`config.mk`:
```
export PLATFORM = sky130hd
export DESIGN_NAME = dns_query_name_parser_top
export DESIGN_NICKNAME = d
export VERILOG_FILES = /design/src/sv/dnsqp_pkg.sv /design/src/sv/dns_query_name_parser_top.sv
export SDC_FILE = /design/constraint.sdc
export NUM_CORES = 1
export LEC_CHECK = 0
export BUFFER_PORTS_ARGS = -buffer_cell sky130_fd_sc_hd__buf_2
export CORE_AREA = 2 2 66 116
export DETAILED_ROUTE_END_ITERATION = 10
export DIE_AREA = 0 0 68 118
export GPL_TIMING_DRIVEN = 0
export HOLD_SLACK_MARGIN = 0.1
export PLACE_DENSITY = 0.6
export REMOVE_ABC_BUFFERS = 1
export SLEW_MARGIN = 40
export SYNTH_ARGS = -nofsm -noshare
export SYNTH_HDL_FRONTEND = slang
export SYNTH_SLANG_ARGS = --single-unit
export TNS_END_PERCENT = 20
```
`constraint.sdc`:
```
create_clock -name i_clk -period 6.8 [get_ports i_clk]
set_input_delay 0.34 -clock i_clk [delete_from_list [all_inputs] [get_ports i_clk]]
set_output_delay 0.34 -clock i_clk [all_outputs]
set_load 0.005 [all_outputs]
```
`src/sv/dnsqp_pkg.sv`:
```
// Package for the DNS query name parser: shared constants, result codes and
// the result record type. No dependencies.
package dnsqp_pkg;

    localparam logic [3:0] HEADER_BYTES = 4'd12;
    localparam logic [8:0] MAX_NAME     = 9'd256;
    localparam logic [7:0] MAX_LABEL    = 8'd63;

    localparam logic [7:0] DOT_CHAR = 8'd46;

    localparam logic KIND_CHAR = 1'b0;
    localparam logic KIND_DONE = 1'b1;

    localparam logic [1:0] ST_OK       = 2'd0;
    localparam logic [1:0] ST_LONG     = 2'd1;
    localparam logic [1:0] ST_EARLY    = 2'd2;
    localparam logic [1:0] ST_OVERFLOW = 2'd3;

    localparam int IN_DATA_W  = 8;
    localparam int OUT_DATA_W = 24;

    typedef struct packed {
        logic       kind;
        logic [7:0] name_char;
        logic [7:0] query_type;
        logic [1:0] status;
        logic       last;
    } t_result;

endpackage

```
`src/sv/dns_query_name_parser_top.sv`:
```
// DNS query name parser top level: parses label-encoded query names from a
// byte stream. Depends on dnsqp_pkg.
//
//  Channel   Direction  tdata (low bit up)                      tuser         tlast
//  s_axis    in         packet_byte                             packet_start  packet_end
//  m_axis    out        name_char, query_type, parse_status, 0  result_kind   last_result
//
// Each input byte is parsed combinationally between the input handshake and output register.
// A byte that causes two results (a character plus an early end) blocks input until the second
// result leaves through the overflow stage. With no output stall the block takes one byte per
// cycle, apart from such bytes; a byte's first result is registered and shown the next cycle.
// Reset is synchronous and active low; it returns the parser to idle and empties the output.
module dns_query_name_parser_top #(
    parameter logic [3:0] HEADER_BYTES = dnsqp_pkg::HEADER_BYTES,
    parameter logic [8:0] MAX_NAME     = dnsqp_pkg::MAX_NAME,
    parameter logic [7:0] MAX_LABEL    = dnsqp_pkg::MAX_LABEL
) (
    input  logic                            i_clk,
    input  logic                            i_rst_n,
    input  logic                            s_axis_tvalid,
    output logic                            s_axis_tready,
    input  logic [dnsqp_pkg::IN_DATA_W-1:0] s_axis_tdata,   // packet_byte
    input  logic                            s_axis_tuser,   // packet_start
    input  logic                            s_axis_tlast,   // packet_end
    output logic                            m_axis_tvalid,
    input  logic                            m_axis_tready,
    output logic [dnsqp_pkg::OUT_DATA_W-1:0] m_axis_tdata,  // name_char, query_type,
                                                             // parse_status, zero fill
    output logic                            m_axis_tuser,   // result_kind
    output logic                            m_axis_tlast    // last_result
);

    localparam logic [2:0] PH_IDLE   = 3'd0;
    localparam logic [2:0] PH_HEADER = 3'd1;
    localparam logic [2:0] PH_LENGTH = 3'd2;
    localparam logic [2:0] PH_LABEL  = 3'd3;
    localparam logic [2:0] PH_SKIP   = 3'd4;
    localparam logic [2:0] PH_TYPE   = 3'd5;
    localparam logic [2:0] PH_DONE   = 3'd6;

    logic [2:0] r_phase,  n_phase;
    logic [3:0] r_hdr,    n_hdr;
    logic [5:0] r_rem,    n_rem;
    logic [8:0] r_nlen,   n_nlen;
    logic       r_seen,   n_seen;
    logic [1:0] r_es,     n_es;

    dnsqp_pkg::t_result r_o, r_x;
    logic               r_o_valid, r_x_valid;

    dnsqp_pkg::t_result c_emit, c_fin, c_first;
    logic               c_emit_v, c_fin_v, c_v0, c_v1;
    logic               w_acc, w_take;
    logic [7:0]         w_byte;

    assign w_byte        = s_axis_tdata;
    assign m_axis_tvalid = r_o_valid;
    assign w_take        = r_o_valid && m_axis_tready;
    assign s_axis_tready = !r_x_valid && (!r_o_valid || m_axis_tready);
    assign w_acc         = s_axis_tvalid && s_axis_tready;

    assign m_axis_tdata = {6'b0, r_o.status, r_o.query_type, r_o.name_char};
    assign m_axis_tuser = r_o.kind;
    assign m_axis_tlast = r_o.last;

    always_comb begin
        logic ovf;
        ovf      = 1'b0;
        n_phase  = r_phase;
        n_hdr    = r_hdr;
        n_rem    = r_rem;
        n_nlen   = r_nlen;
        n_seen   = r_seen;
        n_es     = r_es;
        c_emit_v = 1'b0;
        c_emit   = '0;
        c_fin_v  = 1'b0;
        c_fin    = '{kind: dnsqp_pkg::KIND_DONE, name_char: 8'd0, query_type: 8'd0,
                     status: dnsqp_pkg::ST_EARLY, last: 1'b1};

        if (s_axis_tuser) begin
            n_phase = (HEADER_BYTES != 4'd0) ? PH_HEADER : PH_LENGTH;
            n_hdr   = '0;
            n_rem   = '0;
            n_nlen  = '0;
            n_seen  = 1'b0;
            n_es    = dnsqp_pkg::ST_OK;
        end

        unique case (n_phase)
            PH_HEADER: begin
                n_hdr = n_hdr + 4'd1;
                if (n_hdr >= HEADER_BYTES) begin
                    n_phase = PH_LENGTH;
                end
            end
            PH_LENGTH: begin
                if (n_seen) begin
                    c_emit_v = 1'b1;
                    if (n_nlen >= MAX_NAME) begin
                        c_emit  = '{kind: dnsqp_pkg::KIND_DONE, name_char: 8'd0,
                                    query_type: 8'd0, status: dnsqp_pkg::ST_OVERFLOW,
                                    last: 1'b1};
                        n_phase = PH_DONE;
                        ovf     = 1'b1;
                    end else begin
                        c_emit  = '{kind: dnsqp_pkg::KIND_CHAR, name_char: dnsqp_pkg::DOT_CHAR,
                                    query_type: 8'd0, status: dnsqp_pkg::ST_OK, last: 1'b0};
                        n_nlen  = n_nlen + 9'd1;
                    end
                end
                if (!ovf) begin
                    if (w_byte == 8'd0 || w_byte > MAX_LABEL) begin
                        n_es    = (w_byte == 8'd0) ? dnsqp_pkg::ST_OK : dnsqp_pkg::ST_LONG;
                        n_phase = PH_SKIP;
                    end else begin
                        n_rem   = w_byte[5:0];
                        n_seen  = 1'b1;
                        n_phase = PH_LABEL;
                    end
                end
            end
            PH_LABEL: begin
                c_emit_v = 1'b1;
                if (n_nlen >= MAX_NAME) begin
                    c_emit  = '{kind: dnsqp_pkg::KIND_DONE, name_char: 8'd0, query_type: 8'd0,
                                status: dnsqp_pkg::ST_OVERFLOW, last: 1'b1};
                    n_phase = PH_DONE;
                end else begin
                    c_emit = '{kind: dnsqp_pkg::KIND_CHAR, name_char: w_byte,
                               query_type: 8'd0, status: dnsqp_pkg::ST_OK, last: 1'b0};
                    n_nlen = n_nlen + 9'd1;
                    n_rem  = n_rem - 6'd1;
                    if (n_rem == 6'd0) begin
                        n_phase = PH_LENGTH;
                    end
                end
            end
            PH_SKIP: begin
                n_phase = PH_TYPE;
            end
            PH_TYPE: begin
                c_emit_v = 1'b1;
                c_emit   = '{kind: dnsqp_pkg::KIND_DONE, name_char: 8'd0, query_type: w_byte,
                             status: n_es, last: 1'b1};
                n_phase  = PH_DONE;
            end
            default: begin
            end
        endcase

        if (s_axis_tlast && n_phase != PH_IDLE && n_phase != PH_DONE) begin
            c_fin_v = 1'b1;
            n_phase = PH_DONE;
        end

        c_first = c_emit_v ? c_emit : c_fin;
        c_v0    = c_emit_v || c_fin_v;
        c_v1    = c_emit_v && c_fin_v;
    end

    always_ff @(posedge i_clk) begin
        if (!i_rst_n) begin
            r_phase   <= PH_IDLE;
            r_hdr     <= '0;
            r_rem     <= '0;
            r_nlen    <= '0;
            r_seen    <= 1'b0;
            r_es      <= dnsqp_pkg::ST_OK;
            r_o_valid <= 1'b0;
            r_x_valid <= 1'b0;
        end else begin
            if (w_acc) begin
                r_phase <= n_phase;
                r_hdr   <= n_hdr;
                r_rem   <= n_rem;
                r_nlen  <= n_nlen;
                r_seen  <= n_seen;
                r_es    <= n_es;
            end
            if (w_acc && c_v0) begin
                r_o_valid <= 1'b1;
                r_x_valid <= c_v1;
            end else if (w_take) begin
                if (r_x_valid) begin
                    r_x_valid <= 1'b0;
                end else begin
                    r_o_valid <= 1'b0;
                end
            end
        end
    end

    always_ff @(posedge i_clk) begin
        if (w_acc && c_v0) begin
            r_o <= c_first;
            r_x <= c_fin;
        end else if (w_take && r_x_valid) begin
            r_o <= r_x;
        end
    end

    a_extra_needs_out: assert property (@(posedge i_clk) disable iff (!i_rst_n)
        r_x_valid |-> r_o_valid)
        else $error("second result held without a first result");

    a_extra_holds: assert property (@(posedge i_clk) disable iff (!i_rst_n)
        (r_x_valid && !m_axis_tready) |=> r_x_valid)
        else $error("second result dropped during stall");

    a_extra_is_early_end: assert property (@(posedge i_clk) disable iff (!i_rst_n)
        r_x_valid |-> (r_x.last && r_x.status == dnsqp_pkg::ST_EARLY))
        else $error("second result is not an early-end finish");

    a_name_bound: assert property (@(posedge i_clk) disable iff (!i_rst_n)
        r_nlen <= MAX_NAME)
        else $error("name length beyond name store");

    a_done_quiet: assert property (@(posedge i_clk) disable iff (!i_rst_n)
        (w_acc && !s_axis_tuser && (r_phase == PH_DONE || r_phase == PH_IDLE)) |=> !r_x_valid)
        else $error("result produced outside a packet");

endmodule

```
Word level (Yosys, flattened, before mapping)

Index checks and enable logic that the tools add are counted.

Register bits: 47
Logic and storage cells: 94
Output and inout bits: 28
Bits of input ports: 14

Equality and inequality tests: 7
Magnitude comparators: 3
Muxes and demuxes: 48
Reductions and logical operators: 20
Add/sub/neg operators: 3

Operators with widths:

| operator                                                                        | count |
|---|---|
| 20-bit two-way mux                                                              | 6 |
| 20-bit case mux with 3 select lines                                             | 1 |
| 3-bit two-way mux                                                               | 9 |
| 9-bit two-way mux                                                               | 3 |
| 6-bit two-way mux                                                               | 4 |
| 9-bit case mux with 2 select lines                                              | 1 |
| 1-bit two-way mux                                                               | 15 |
| 3-bit case mux with 5 select lines                                              | 1 |
| 6-bit case mux with 2 select lines                                              | 1 |
| 9-bit by 1-bit adder with 9-bit output, second input constant                   | 1 |
| 9-bit greater-or-equal comparator, second input constant                        | 1 |
| 8-bit by 6-bit greater-than comparator with 1-bit output, second input constant | 1 |
| 1-bit logical AND                                                               | 8 |
| 8-bit logical NOT                                                               | 1 |
| 2-bit two-way mux                                                               | 4 |
| 4-bit two-way mux                                                               | 2 |
| 3-bit by 2-bit equality test with 1-bit output, second input constant           | 2 |
| 3-bit equality test, second input constant                                      | 2 |
| 6-bit logical NOT                                                               | 1 |
| 6-bit by 1-bit subtractor with 6-bit output, second input constant              | 1 |
| 4-bit by 1-bit adder with 4-bit output, second input constant                   | 1 |
| 4-bit greater-or-equal comparator, second input constant                        | 1 |
| 2-bit nonzero test                                                              | 2 |
| 3-bit by 1-bit equality test with 1-bit output, second input constant           | 1 |
| 8 further kinds                                                                 | 11 |

Longest topological paths before layout

Gate-level depths: netlist (run 1).

Depth after elaboration: 15
Mapped depth: 11

Worst setup path after synthesis (run 1)

Ideal clock, no wire load.

Path kind: input-to-reg
Start: input port s_axis_tuser
End: register r_o (netlist bit m_axis_tdata[0]) (enable)
Arrival: 2.866 ns
Library setup time: 0.378 ns
Slack: 3.555 ns
Stages on the path: 10
Path buffers: 3
Cells stage by stage: clkbuf_1 > clkbuf_1 > clkbuf_1 > nor2b_1 > ha_1 > nor4bb_1 > a211o_1 > and4_1 > o31ai_2 > o31a_1

Word-level cells in the longest chain between the ends: 14
Elaborated cells between the ends (all ways): 36
Classes of those cells: 2 x add/sub; 2 x order compare; 6 x eq/ne; 18 x mux; 8 x reduce/logical

Ends and longest elaborated chain:

| what                                  | line                                                               | text |
|---|---|---|
| start, declared                       | dns_query_name_parser_top.sv:23                                    | `input logic s_axis_tuser,` |
| 9-bit two-way mux                     | dns_query_name_parser_top.sv:81                                    | `if (s_axis_tuser) begin` |
| 9-bit greater-or-equal comparator     | dns_query_name_parser_top.sv:100, dns_query_name_parser_top.sv:125 |  |
| 1-bit two-way mux                     | dns_query_name_parser_top.sv:100                                   | `if (n_nlen >= MAX_NAME) begin` |
| 1-bit two-way mux                     | dns_query_name_parser_top.sv:98                                    | `if (n_seen) begin` |
| 1-bit two-way mux                     | dns_query_name_parser_top.sv:90                                    | `unique case (n_phase)` |
| 3-bit two-way mux                     | dns_query_name_parser_top.sv:112                                   | `if (!ovf) begin` |
| 3-bit case mux with 5 select lines    | dns_query_name_parser_top.sv:90                                    |  |
| 3-bit nonzero test                    | dns_query_name_parser_top.sv:152                                   | `if (s_axis_tlast && n_phase != PH_IDLE && n_phase != PH_DONE) begin` |
| 1-bit logical AND (2 in series)       | dns_query_name_parser_top.sv:152                                   |  |
| 1-bit two-way mux                     | dns_query_name_parser_top.sv:152                                   |  |
| 1-bit logical OR *                    | dns_query_name_parser_top.sv:158                                   | `c_v0 = c_emit_v \|\| c_fin_v;` |
| 1-bit logical AND *                   | dns_query_name_parser_top.sv:195                                   | `if (w_acc && c_v0) begin` |
| 2-bit nonzero test (no source line) * | -                                                                  |  |
| end signal, assigned                  | dns_query_name_parser_top.sv:196                                   | `r_o <= c_first;` |
| end signal, assigned                  | dns_query_name_parser_top.sv:199                                   | `r_o <= r_x;` |
| end, declared                         | dns_query_name_parser_top.sv:48                                    | `dnsqp_pkg::t_result r_o, r_x;` |

Every way passes the cells marked *; elsewhere a longest branch is shown, timed or not. The select of a mux whose other input is x is not followed.
A chain may end at the register's enable or synchronous reset.

Worst setup path in the final report (run 1)

Start: register r_phase[0]
End: register r_o (netlist bit m_axis_tdata[0]) (enable)

Word-level cells in the longest chain between the ends: 12
Elaborated cells between the ends (all ways): 23
Classes of those cells: 6 x eq/ne; 10 x mux; 7 x reduce/logical

Ends and longest elaborated chain:

| what                                  | line                             | text |
|---|---|---|
| start, declared                       | dns_query_name_parser_top.sv:41  | `logic [2:0] r_phase, n_phase;` |
| start signal, assigned                | dns_query_name_parser_top.sv:174 | `r_phase <= n_phase;` |
| 3-bit two-way mux *                   | dns_query_name_parser_top.sv:81  |  |
| 3-bit two-way mux                     | dns_query_name_parser_top.sv:100 |  |
| 3-bit two-way mux                     | dns_query_name_parser_top.sv:98  |  |
| 3-bit two-way mux                     | dns_query_name_parser_top.sv:112 |  |
| 3-bit case mux with 5 select lines    | dns_query_name_parser_top.sv:90  |  |
| 3-bit nonzero test                    | dns_query_name_parser_top.sv:152 |  |
| 1-bit logical AND (2 in series)       | dns_query_name_parser_top.sv:152 |  |
| 1-bit two-way mux                     | dns_query_name_parser_top.sv:152 |  |
| 1-bit logical OR *                    | dns_query_name_parser_top.sv:158 |  |
| 1-bit logical AND *                   | dns_query_name_parser_top.sv:195 |  |
| 2-bit nonzero test (no source line) * | -                                |  |

Every way passes the cells marked *; elsewhere a longest branch is shown, timed or not.

==> run_results.csv, run 1 <==
group,metric,value,unit
synthesis,synth_mux_area_frac,0.00721,
die,fp.dieH,118,um
worst_hold_path,min_to,"r_x_valid",
flow_run,cap_viol_max_count,0,
route,via_per_inst,5.48,
timing,maxSlewViolCount,0,
timing,setup_viol,0,
die,io_pins,42,
cts,cts_setup_buffers,0,
global_routing,grt_first_pass_wirelength,10500,um
layout,area_growth_syn_to_layout,12.9,%
synthesis,synth_xor_area_frac,0.0221,
placed_design,portBuffers,35,
cts,cts_tree,"yes",
setup_path,r2r_slack,3970,ps
setup_path,r2r-end,"m_axis_tdata[0]",
synthesis,synth_compound_area_frac,0.243,
route,antenna_left,0,
global_routing,grt_max_degree,45,
cts,cts_root_buf,"clkbuf_16",
setup_path,critPathMaxFanout,19,
setup_path,arrival,2770,ps
pwr,finalPower,0.665,mW
timing,period_needed,2830,ps
route,via_count,2298,
setup_path,rr_worst_depth,6,
route,routed_wirelength,6280,um
timing,slew_headroom,0.505,
cts,ctsHoldBuffers,0,
worst_hold_path,min_from,"m_axis_tready",
timing,maxClockFrequency,353,MHz
pwr,powerDensity,212,mW/mm^2
synthesis,synth_edf_count,19,
setup_path,criticalPathCategory,"register to register",
route,post_drt_wl_per_cell,15.0,um
cts,clockBufferDepth,2,
global_routing,grt.overflow.total,0,
pwr,max-vdd-ir-drop,0.0902,mV
timing,fin_tns_setup,0,ps
timing,tightest_slew,742,ps
worst_hold_path,holdPathStages,4,
synthesis,syn_inst,308,
setup_path,reg2reg_from,"r_phase[0]",
setup_path,endpoint_kind,"register",
route,drt-initial-drc-count,157,
die,initial_utilization,0.392,
layout,utilization,0.443,
worst_hold_path,hold_path.class,"input pin to register",
placed_design,dpl_cell_area,0.00297,sq mm
die,die_w,68,um
setup_path,worstPathRequired,6730,ps
timing,layout_worst_path_cycle_share,0.417,
die,rows,41,
synthesis,ys_seq_area_frac,0.400,
route,firstDrtPassIters,4,
synthesis,synthDistinctLibCells,65,
synthesis,synthArstFlopShare,0,
layout,drive_above_1_share,0.186,
die,dieArea,0.00802,sq mm
placed_design,gp_congestion,0.833,
cts,insertion_delay,290,ps
cts,h-tree-depth,2,
die,coreArea,0.00708,sq mm
timing,hold_viol_final,0,
route,drc_errors,0,
pwr,leakagePower,1.14,nW
cts,post_cts_resized,0,
timing,finClkSkew,4.35,ps
placed_design,dp_hpwl,4630,um
layout,fin_area,0.00313,sq mm
synthesis,ys_seq_elements,46,
global_routing,grt_pass1_vias,2245,
synthesis,synth_top_family_by_area,"simple AND/OR/NAND/NOR gates",
synthesis,yosys.area_share.simple,0.245,
layout,antenna_cells,0,
synthesis,syn_area,0.00278,sq mm
synthesis,avgSynthCellArea,9.01,sq um
setup_path,startpoint_type,"register",
layout,nets,350,
outcome,status,"finished clean",
cts,clkTransAtPathRegs,60,ps
cts,cts.sinks,46,
cts,cts_buffers,5,
global_routing,grt_usage,0.170,
synthesis,synth_fa_ha_area_frac,0.0180,
synthesis,yosys_warnings,0,
global_routing,antenna_found_initial,0,
timing,rsz0062_at_grt,"no",
synthesis,synth_ff_type,"dfxtp_1",
## cells by family (layout without fill, tap and decap cells)
kind of cell	after synthesis	count (layout)
AND/OR/NAND/NOR	118	118
AO/OA/AOI/OAI	96	96
flip-flops	46	46
buffers and inverters	34	54
XOR/XNOR	7	7
adder cells (fa/ha/maj)	4	4
multiplexers	2	2
other	1	6
## where the power goes
group / leakage [nW] / internal (mW) / switching (mW) / total (mW)
registers: 0.395 / 0.299 / 0.00910 / 0.308
clock network: 0.0781 / 0.174 / 0.0991 / 0.273
logic: 0.666 / 0.0330 / 0.0510 / 0.0840
## cell type report
class	count	area, sq um
flip-flops and latches	46	1110
repair buffers	38	195
fillers	714	3950
well taps	86	108
multi-input cells	233	1530
inverters	8	30.0
clock buffers	7	133
clock inverters	1	30.0
## synthesized netlist by cell type, drive strengths merged, types with 6 or more instances
master   n  area [sq um]
dfxtp   27           541
nand2   25          93.8
o21ai   25           125
a21oi   21           116
edfxtp  19           571
nor2    15          56.3
nor2b   15          93.8
buf     14          97.6
and2    13          81.3
clkbuf  12          45.0
nor3    10          55.1
a21boi   9          67.6
inv      8          30.0
and3     7          43.8
nand2b   6          37.5
xnor2    6          52.6
## worst max-delay path by stage
stage | slack [ps] | endpoint | start | depth (start not counted)
after floorplan | 3840 | m_axis_tdata[17] | m_axis_tvalid | 5
after global placement | 2070 | m_axis_tdata[17] | m_axis_tready | 6
after detailed placement | 3380 | m_axis_tuser | s_axis_tuser | 8
after CTS | 3650 | m_axis_tdata[0] | r_phase[0] | 6
after global routing | 3700 | m_axis_tdata[0] | r_phase[1] | 6
final | 3970 | m_axis_tdata[0] | r_phase[0] | 6
## sequential cells by signal (all words and copies together), names as in the netlist
| signal | count |
|---|---|
| m_axis_tuser | 1 |
| r_seen | 1 |
| r_hdr | 4 |
| r_x_valid | 1 |
| r_es | 2 |
| r_rem | 6 |
| m_axis_tdata | 18 |
| m_axis_tvalid | 1 |
| r_nlen | 9 |
| r_phase | 3 |
## cells in the final DEF, fill, tap and decap left out, types with 3 or more instances in the layout
| cell | n |
|---|---|
| a22oi_1 | 3 |
| xnor2_1 | 6 |
| nor3_1 | 8 |
| edfxtp_1 | 19 |
| a21oi_1 | 20 |
| nand3_1 | 5 |
| inv_1 | 7 |
| o21ai_0 | 23 |
| and2_1 | 12 |
| nor2_1 | 15 |
| a31oi_1 | 5 |
| buf_2 | 36 |
| nor2b_1 | 15 |
| a21boi_0 | 8 |
| dfxtp_1 | 27 |
| and3_1 | 7 |
| nand2_1 | 25 |
| ha_1 | 4 |
| clkbuf_16 | 5 |
| o211ai_1 | 3 |
| nand2b_1 | 6 |
| nand4_1 | 3 |
| or3_1 | 4 |
| conb_1 | 6 |
## critical path: stages (launching register included)
cell      delay [ps]
dfxtp_1          670
nand2b_1         270
nor3_4           550
o31a_1           350
o31ai_4           70
o31ai_2           80
o31a_2           480
## stage by stage
stage               cells  setup WS (ps)  hold slack (ps)
finish                419           3970              349
global route          419           3700              383
CTS                   419           3650              347
detailed placement    411           3380              479
global placement      408           2070              478
floorplan             287           3840              452
## layer usage
| layer | vias to the layer above | part of all wire | wire length (um) | global-route usage |
|---|---|---|---|---|
| li1 | 1158 | - | - | - |
| met1 | 1096 | 0.38 | 2400 | 0.181 |
| met2 | 37 | 0.57 | 3560 | 0.314 |
| met3 | 7 | 0.030 | 190 | 0.0287 |
| met4 | 0 | 0.020 | 125 | 0.0663 |
| met5 | - | 0 | 0 | 0 |
No activity file was read; power rests on OpenSTA's default activity.
==> run 2: changes to the inputs <==
--- a/config.mk
+++ b/config.mk
@@ -11,7 +11,7 @@
 export DIE_AREA = 0 0 68 118
 export GPL_TIMING_DRIVEN = 0
 export HOLD_SLACK_MARGIN = 0.1
-export PLACE_DENSITY = 0.6
+export PLACE_DENSITY = 0.63
 export REMOVE_ABC_BUFFERS = 1
 export SLEW_MARGIN = 40
 export SYNTH_ARGS = -nofsm -noshare
==> constraint.sdc (replaced) <==
create_clock -name i_clk -period 2.4 [get_ports i_clk]
set_input_delay 0.12 -clock i_clk [delete_from_list [all_inputs] [get_ports i_clk]]
set_output_delay 0.12 -clock i_clk [all_outputs]
set_load 0.005 [all_outputs]
==> run_results.csv, run 2 (synthesized netlist as in run 1, its figures left out) <==
group,metric,value,unit
timing,slew_headroom,0.488,
die,fp.dieH,118,um
setup_path,endpoint_kind,"register",
cts,clkTransAtPathRegs,70,ps
global_routing,met2_usage,0.345,
cts,h-tree-depth,2,
route,drc_errors,0,
die,die_w,68,um
global_routing,grt.overflow.total,0,
global_routing,grt_first_pass_wirelength,11200,um
timing,hold_viol_final,0,
cts,clockBufferDepth,2,
placed_design,dp.cells,411,
timing,maxSlewViolCount,0,
cts,cts_buffers,5,
setup_path,reg2reg_from,"r_phase[2]",
route,routed_wirelength,6960,um
pwr,leakagePower,1.21,nW
die,initial_utilization,0.392,
setup_path,max_stage_delay,560,ps
layout,largest_register_ffs,18,
setup_path,rr_worst_depth,7,
route,post_drt_wl_per_cell,16.2,um
pwr,finalPower,1.83,mW
setup_path,critPathMaxFanout,10,
setup_path,critPathSlowestCell,"or4b_4",
layout,layout_commonest_cell,"buf_2",
global_routing,use_met1,0.175,
layout,area_growth_syn_to_layout,19.1,%
global_routing,grt-busiest-layer,"met2",
setup_path,startpoint_type,"register",
cts,cts.sinks,46,
placed_design,dp_hpwl,4600,um
layout,seq_area,0.00113,sq mm
layout,drive_above_1_share,0.259,
setup_path,cp-endpoint,"m_axis_tdata[3]",
worst_hold_path,hold_path.class,"input pin to register",
layout,multiInputGateArea,0.00165,sq mm
placed_design,portBuffers,35,
layout,fillers,697,
timing,period_needed,2340,ps
timing,finClkSkew,8.89,ps
route,firstDrtPassIters,4,
route,via_per_inst,5.72,
die,rows,41,
die,dieArea,0.00802,sq mm
cts,insertion_delay,300,ps
setup_path,crit_path_start,"r_phase[2]",
global_routing,grt_usage,0.185,
outcome,status,"finished clean",
global_routing,grt_max_degree,45,
setup_path,cp_cell_sequence,"or4b_4, a21oi_4, a2111o_2, and4_4, o31ai_4, buf_4, o31a_4",
setup_path,r2r_slack,60,ps
global_routing,grt_use_met3,0.0382,
global_routing,antenna_found_initial,0,
layout,stdcell_count,430,
timing,tightest_slew,762,ps
timing,maxClockFrequency,427,MHz
route,via_count,2458,
route,antenna_left,0,
global_routing,grt_pass1_vias,2336,
timing,holdWs,133,ps
timing,rsz0062_at_grt,"no",
layout,antenna_cells,0,
setup_path,worstPathRequired,2440,ps
setup_path,criticalPathCategory,"register to register",
timing,layout_worst_path_cycle_share,0.977,
placed_design,pre_cts_ws,-790,ps
pwr,max-vdd-ir-drop,0.268,mV
die,coreArea,0.00708,sq mm
cts,cts_tree,"yes",
pwr,powerDensity,553,mW/mm^2
worst_hold_path,min_from,"m_axis_tready",
route,drt-initial-drc-count,171,
placed_design,dpl_cell_area,0.00296,sq mm
layout,fin_area,0.00331,sq mm
layout,nets,361,
flow_run,cap_viol_max_count,0,
timing,setup_ws,56.0,ps
cts,cts_root_buf,"clkbuf_16",
setup_path,arrival,2390,ps
setup_path,r2r-end,"m_axis_tdata[3]",
timing,setup_viol,0,
layout,final_cell_mix,"37 x buf_2, 25 x nand2_1, 23 x o21ai_0, 20 x a21oi_1",
die,io_pins,42,
placed_design,gp_congestion,0.859,
## run 2: changes by cell type in the layout (fill, tap and decap cells not counted), sizes merged
cell,delta
clkinv,+3
clkbuf,-2
bufinv,-1
buf,+8
o31a,+3
## run 2: critical path: cells and delay by family, from the launching register on
kind                   cells  cell delay, ps
AOI/OAI and AO/OA          4             750
buffers and inverters      1             170
and+or+nand+nor            2             780
DFF                        1             380
## run 2: area by class of cell
class                   instances  share of cell area
clock buffers                   5              0.0379
multi-input cells             236               0.498
repair buffers                 46              0.0776
flip-flops and latches         46               0.341
clock inverters                 3             0.00341
inverters                       8             0.00908
well taps                      86              0.0326
## run 2: per-stage QoR
| stage | utilization | setup TNS, ps |
|---|---|---|
| after global routing | 0.467 | 0 |
| after global placement | 0.414 | -71780 |
| after floorplan | - | -12030 |
| after detailed placement | 0.418 | -15230 |
| final | 0.467 | 0 |
| after CTS | 0.461 | 0 |
## run 2: per-layer routing
layer	wire length, um	share of wire
met3	267	0.038
met5	0	0
met2	3980	0.57
met4	237	0.034
met1	2470	0.35
## run 2: worst min-delay path by stage
stage	depth (start not counted)	to
6_report	4	r_x_valid
5_1_grt	2	m_axis_tdata[12]
4_1_cts	4	r_x_valid
3_5_place_dp	4	r_x_valid
3_3_place_gp	4	r_x_valid
2_1_floorplan	1	r_rem[3]
## run 2: repair_timing
item,CTS,global route
pin swaps,5,7
gates cloned,3,0
gates resized for setup,21,9
setup endpoints to repair,19,19
hold buffers,0,0
endpoints found under the hold margin,0,0
setup buffers,7,1
## run 2: power breakdown
part / switching (mW) / internal, mW
logic: 0.170 / 0.118
clock network: 0.294 / 0.375
registers: 0.0247 / 0.848
total: 0.488 / 1.34
==> run 3: changes to the inputs <==
--- a/config.mk
+++ b/config.mk
@@ -6,12 +6,14 @@
 export NUM_CORES = 1
 export LEC_CHECK = 0
 export BUFFER_PORTS_ARGS = -buffer_cell sky130_fd_sc_hd__buf_2
-export CORE_AREA = 2 2 66 116
+export CORE_AREA = 2 2 59 103
 export DETAILED_ROUTE_END_ITERATION = 10
-export DIE_AREA = 0 0 68 118
+export DIE_AREA = 0 0 61 105
 export GPL_TIMING_DRIVEN = 0
 export HOLD_SLACK_MARGIN = 0.1
-export PLACE_DENSITY = 0.63
+export MAX_ROUTING_LAYER = met4
+export PLACE_DENSITY = 0.76
+export RECOVER_POWER = 25
 export REMOVE_ABC_BUFFERS = 1
 export SLEW_MARGIN = 40
 export SYNTH_ARGS = -nofsm -noshare
==> run_results.csv, run 3 (synthesized netlist as in run 1, its figures left out) <==
group,metric,value,unit
outcome,status,"finished clean",
worst_hold_path,holdPathStages,4,
cts,cts_tree,"yes",
timing,fin_tns_setup,0,ps
layout,fillers,505,
timing,period_needed,2390,ps
pwr,max-vdd-ir-drop,0.263,mV
timing,layout_worst_path_cycle_share,0.997,
die,die_w,61,um
cts,h-tree-depth,2,
setup_path,r2r_slack,8,ps
layout,drive_above_1_share,0.214,
global_routing,antenna_found_initial,0,
global_routing,grt.overflow.total,0,
cts,clkTransAtPathRegs,80,ps
layout,stdcell_count,417,
die,rows,36,
timing,hold_viol_final,0,
die,coreArea,0.00554,sq mm
global_routing,grt_max_degree,45,
worst_hold_path,hold_path.class,"input pin to register",
setup_path,reg2reg_from,"r_phase[1]",
route,routed_wirelength,6530,um
cts,insertion_delay,300,ps
layout,fin_area,0.00322,sq mm
layout,utilization,0.581,
setup_path,endpoint_kind,"register",
cts,cts_buffers,5,
route,antenna_left,0,
cts,ctsHoldBuffers,0,
timing,tightest_slew,798,ps
timing,finClkSkew,6.28,ps
die,dieArea,0.00641,sq mm
layout,final_cell_mix,"25 x nand2_1, 25 x buf_2, 23 x o21ai_0, 21 x dfxtp_1, 20 x a21oi_1",
route,via_count,2408,
placed_design,dpl_cell_area,0.00296,sq mm
timing,setup_ws,7.77,ps
route,via_per_inst,5.77,
placed_design,dp.cells,401,
timing,slew_headroom,0.464,
cts,cts_root_buf,"clkbuf_8",
flow_run,cap_viol_max_count,0,
route,drt-initial-drc-count,114,
die,initial_utilization,0.501,
layout,area_growth_syn_to_layout,15.9,%
worst_hold_path,min_from,"m_axis_tready",
timing,holdWs,133,ps
pwr,finalPower,1.71,mW
setup_path,startpoint_type,"register",
setup_path,crit_path_start,"r_phase[1]",
route,post_drt_wl_per_cell,15.7,um
layout,largest_register_ffs,18,
setup_path,criticalPathCategory,"register to register",
placed_design,portBuffers,35,
global_routing,grt_usage,0.215,
setup_path,arrival,2440,ps
route,drc_errors,0,
layout,nets,358,
placed_design,dp_hpwl,4220,um
global_routing,grt_pass1_vias,2241,
timing,setup_viol,0,
timing,rsz0062_at_grt,"yes",
placed_design,gp_congestion,0.872,
setup_path,worstPathRequired,2450,ps
cts,clockBufferDepth,2,
setup_path,critPathMaxFanout,10,
timing,maxSlewViolCount,0,
pwr,leakagePower,1.15,nW
setup_path,rr_worst_depth,7,
cts,cts.sinks,46,
placed_design,pre_cts_ws,-761,ps
pwr,powerDensity,532,mW/mm^2
die,fp.dieH,105,um
die,io_pins,42,
route,firstDrtPassIters,4,
timing,maxClockFrequency,418,MHz
global_routing,grt_first_pass_wirelength,10300,um
layout,antenna_cells,0,
## run 3: final timing paths
check / endpoint
max reg2reg: m_axis_tuser
min: r_x_valid
max: m_axis_tuser
min reg2reg: r_es[1]
## run 3: report_power, final
| group | internal [mW] | switching (mW) | total [mW] |
|---|---|---|---|
| clock network | 0.307 | 0.251 | 0.559 |
| registers | 0.846 | 0.0277 | 0.874 |
| logic | 0.115 | 0.164 | 0.279 |
| total | 1.27 | 0.443 | 1.71 |
## run 3: cell type report
class,count,area (sq um),share of cell area
Multi-Input combinational cell,236,1630,0.506
Tap cell,76,95.1,0.0296
Clock buffer,6,72.6,0.0226
Sequential cell,46,1120,0.349
Timing Repair Buffer,43,234,0.0727
Clock inverter,2,33.8,0.0105
Inverter,8,30.0,0.00933
## run 3: worst max-delay path, cell delays in order (launching register included)
cell and delay (ps):
dfxtp_2 450, nor2b_2 250, a211oi_1 100, a2111o_2 490, a31oi_1 290, o31ai_4 80
buf_6 150, o31a_4 330
## run 3: routing by layer
metal / GRT usage / wire length [um] / vias up
met4: 0.129 / 294 / 0
met2: 0.366 / 3650 / 68
met5: - / 0 / -
met3: 0.0347 / 195 / 23
met1: 0.218 / 2390 / 1135
li1: - / - / 1182
## run 3: repair_timing
item | 4_1_cts | 5_1_grt
endpoints found under the setup margin | 19 | 19
pin swaps | 3 | 3
resized for setup | 13 | 11
gates cloned | 2 | 1
setup buffers | 3 | 3
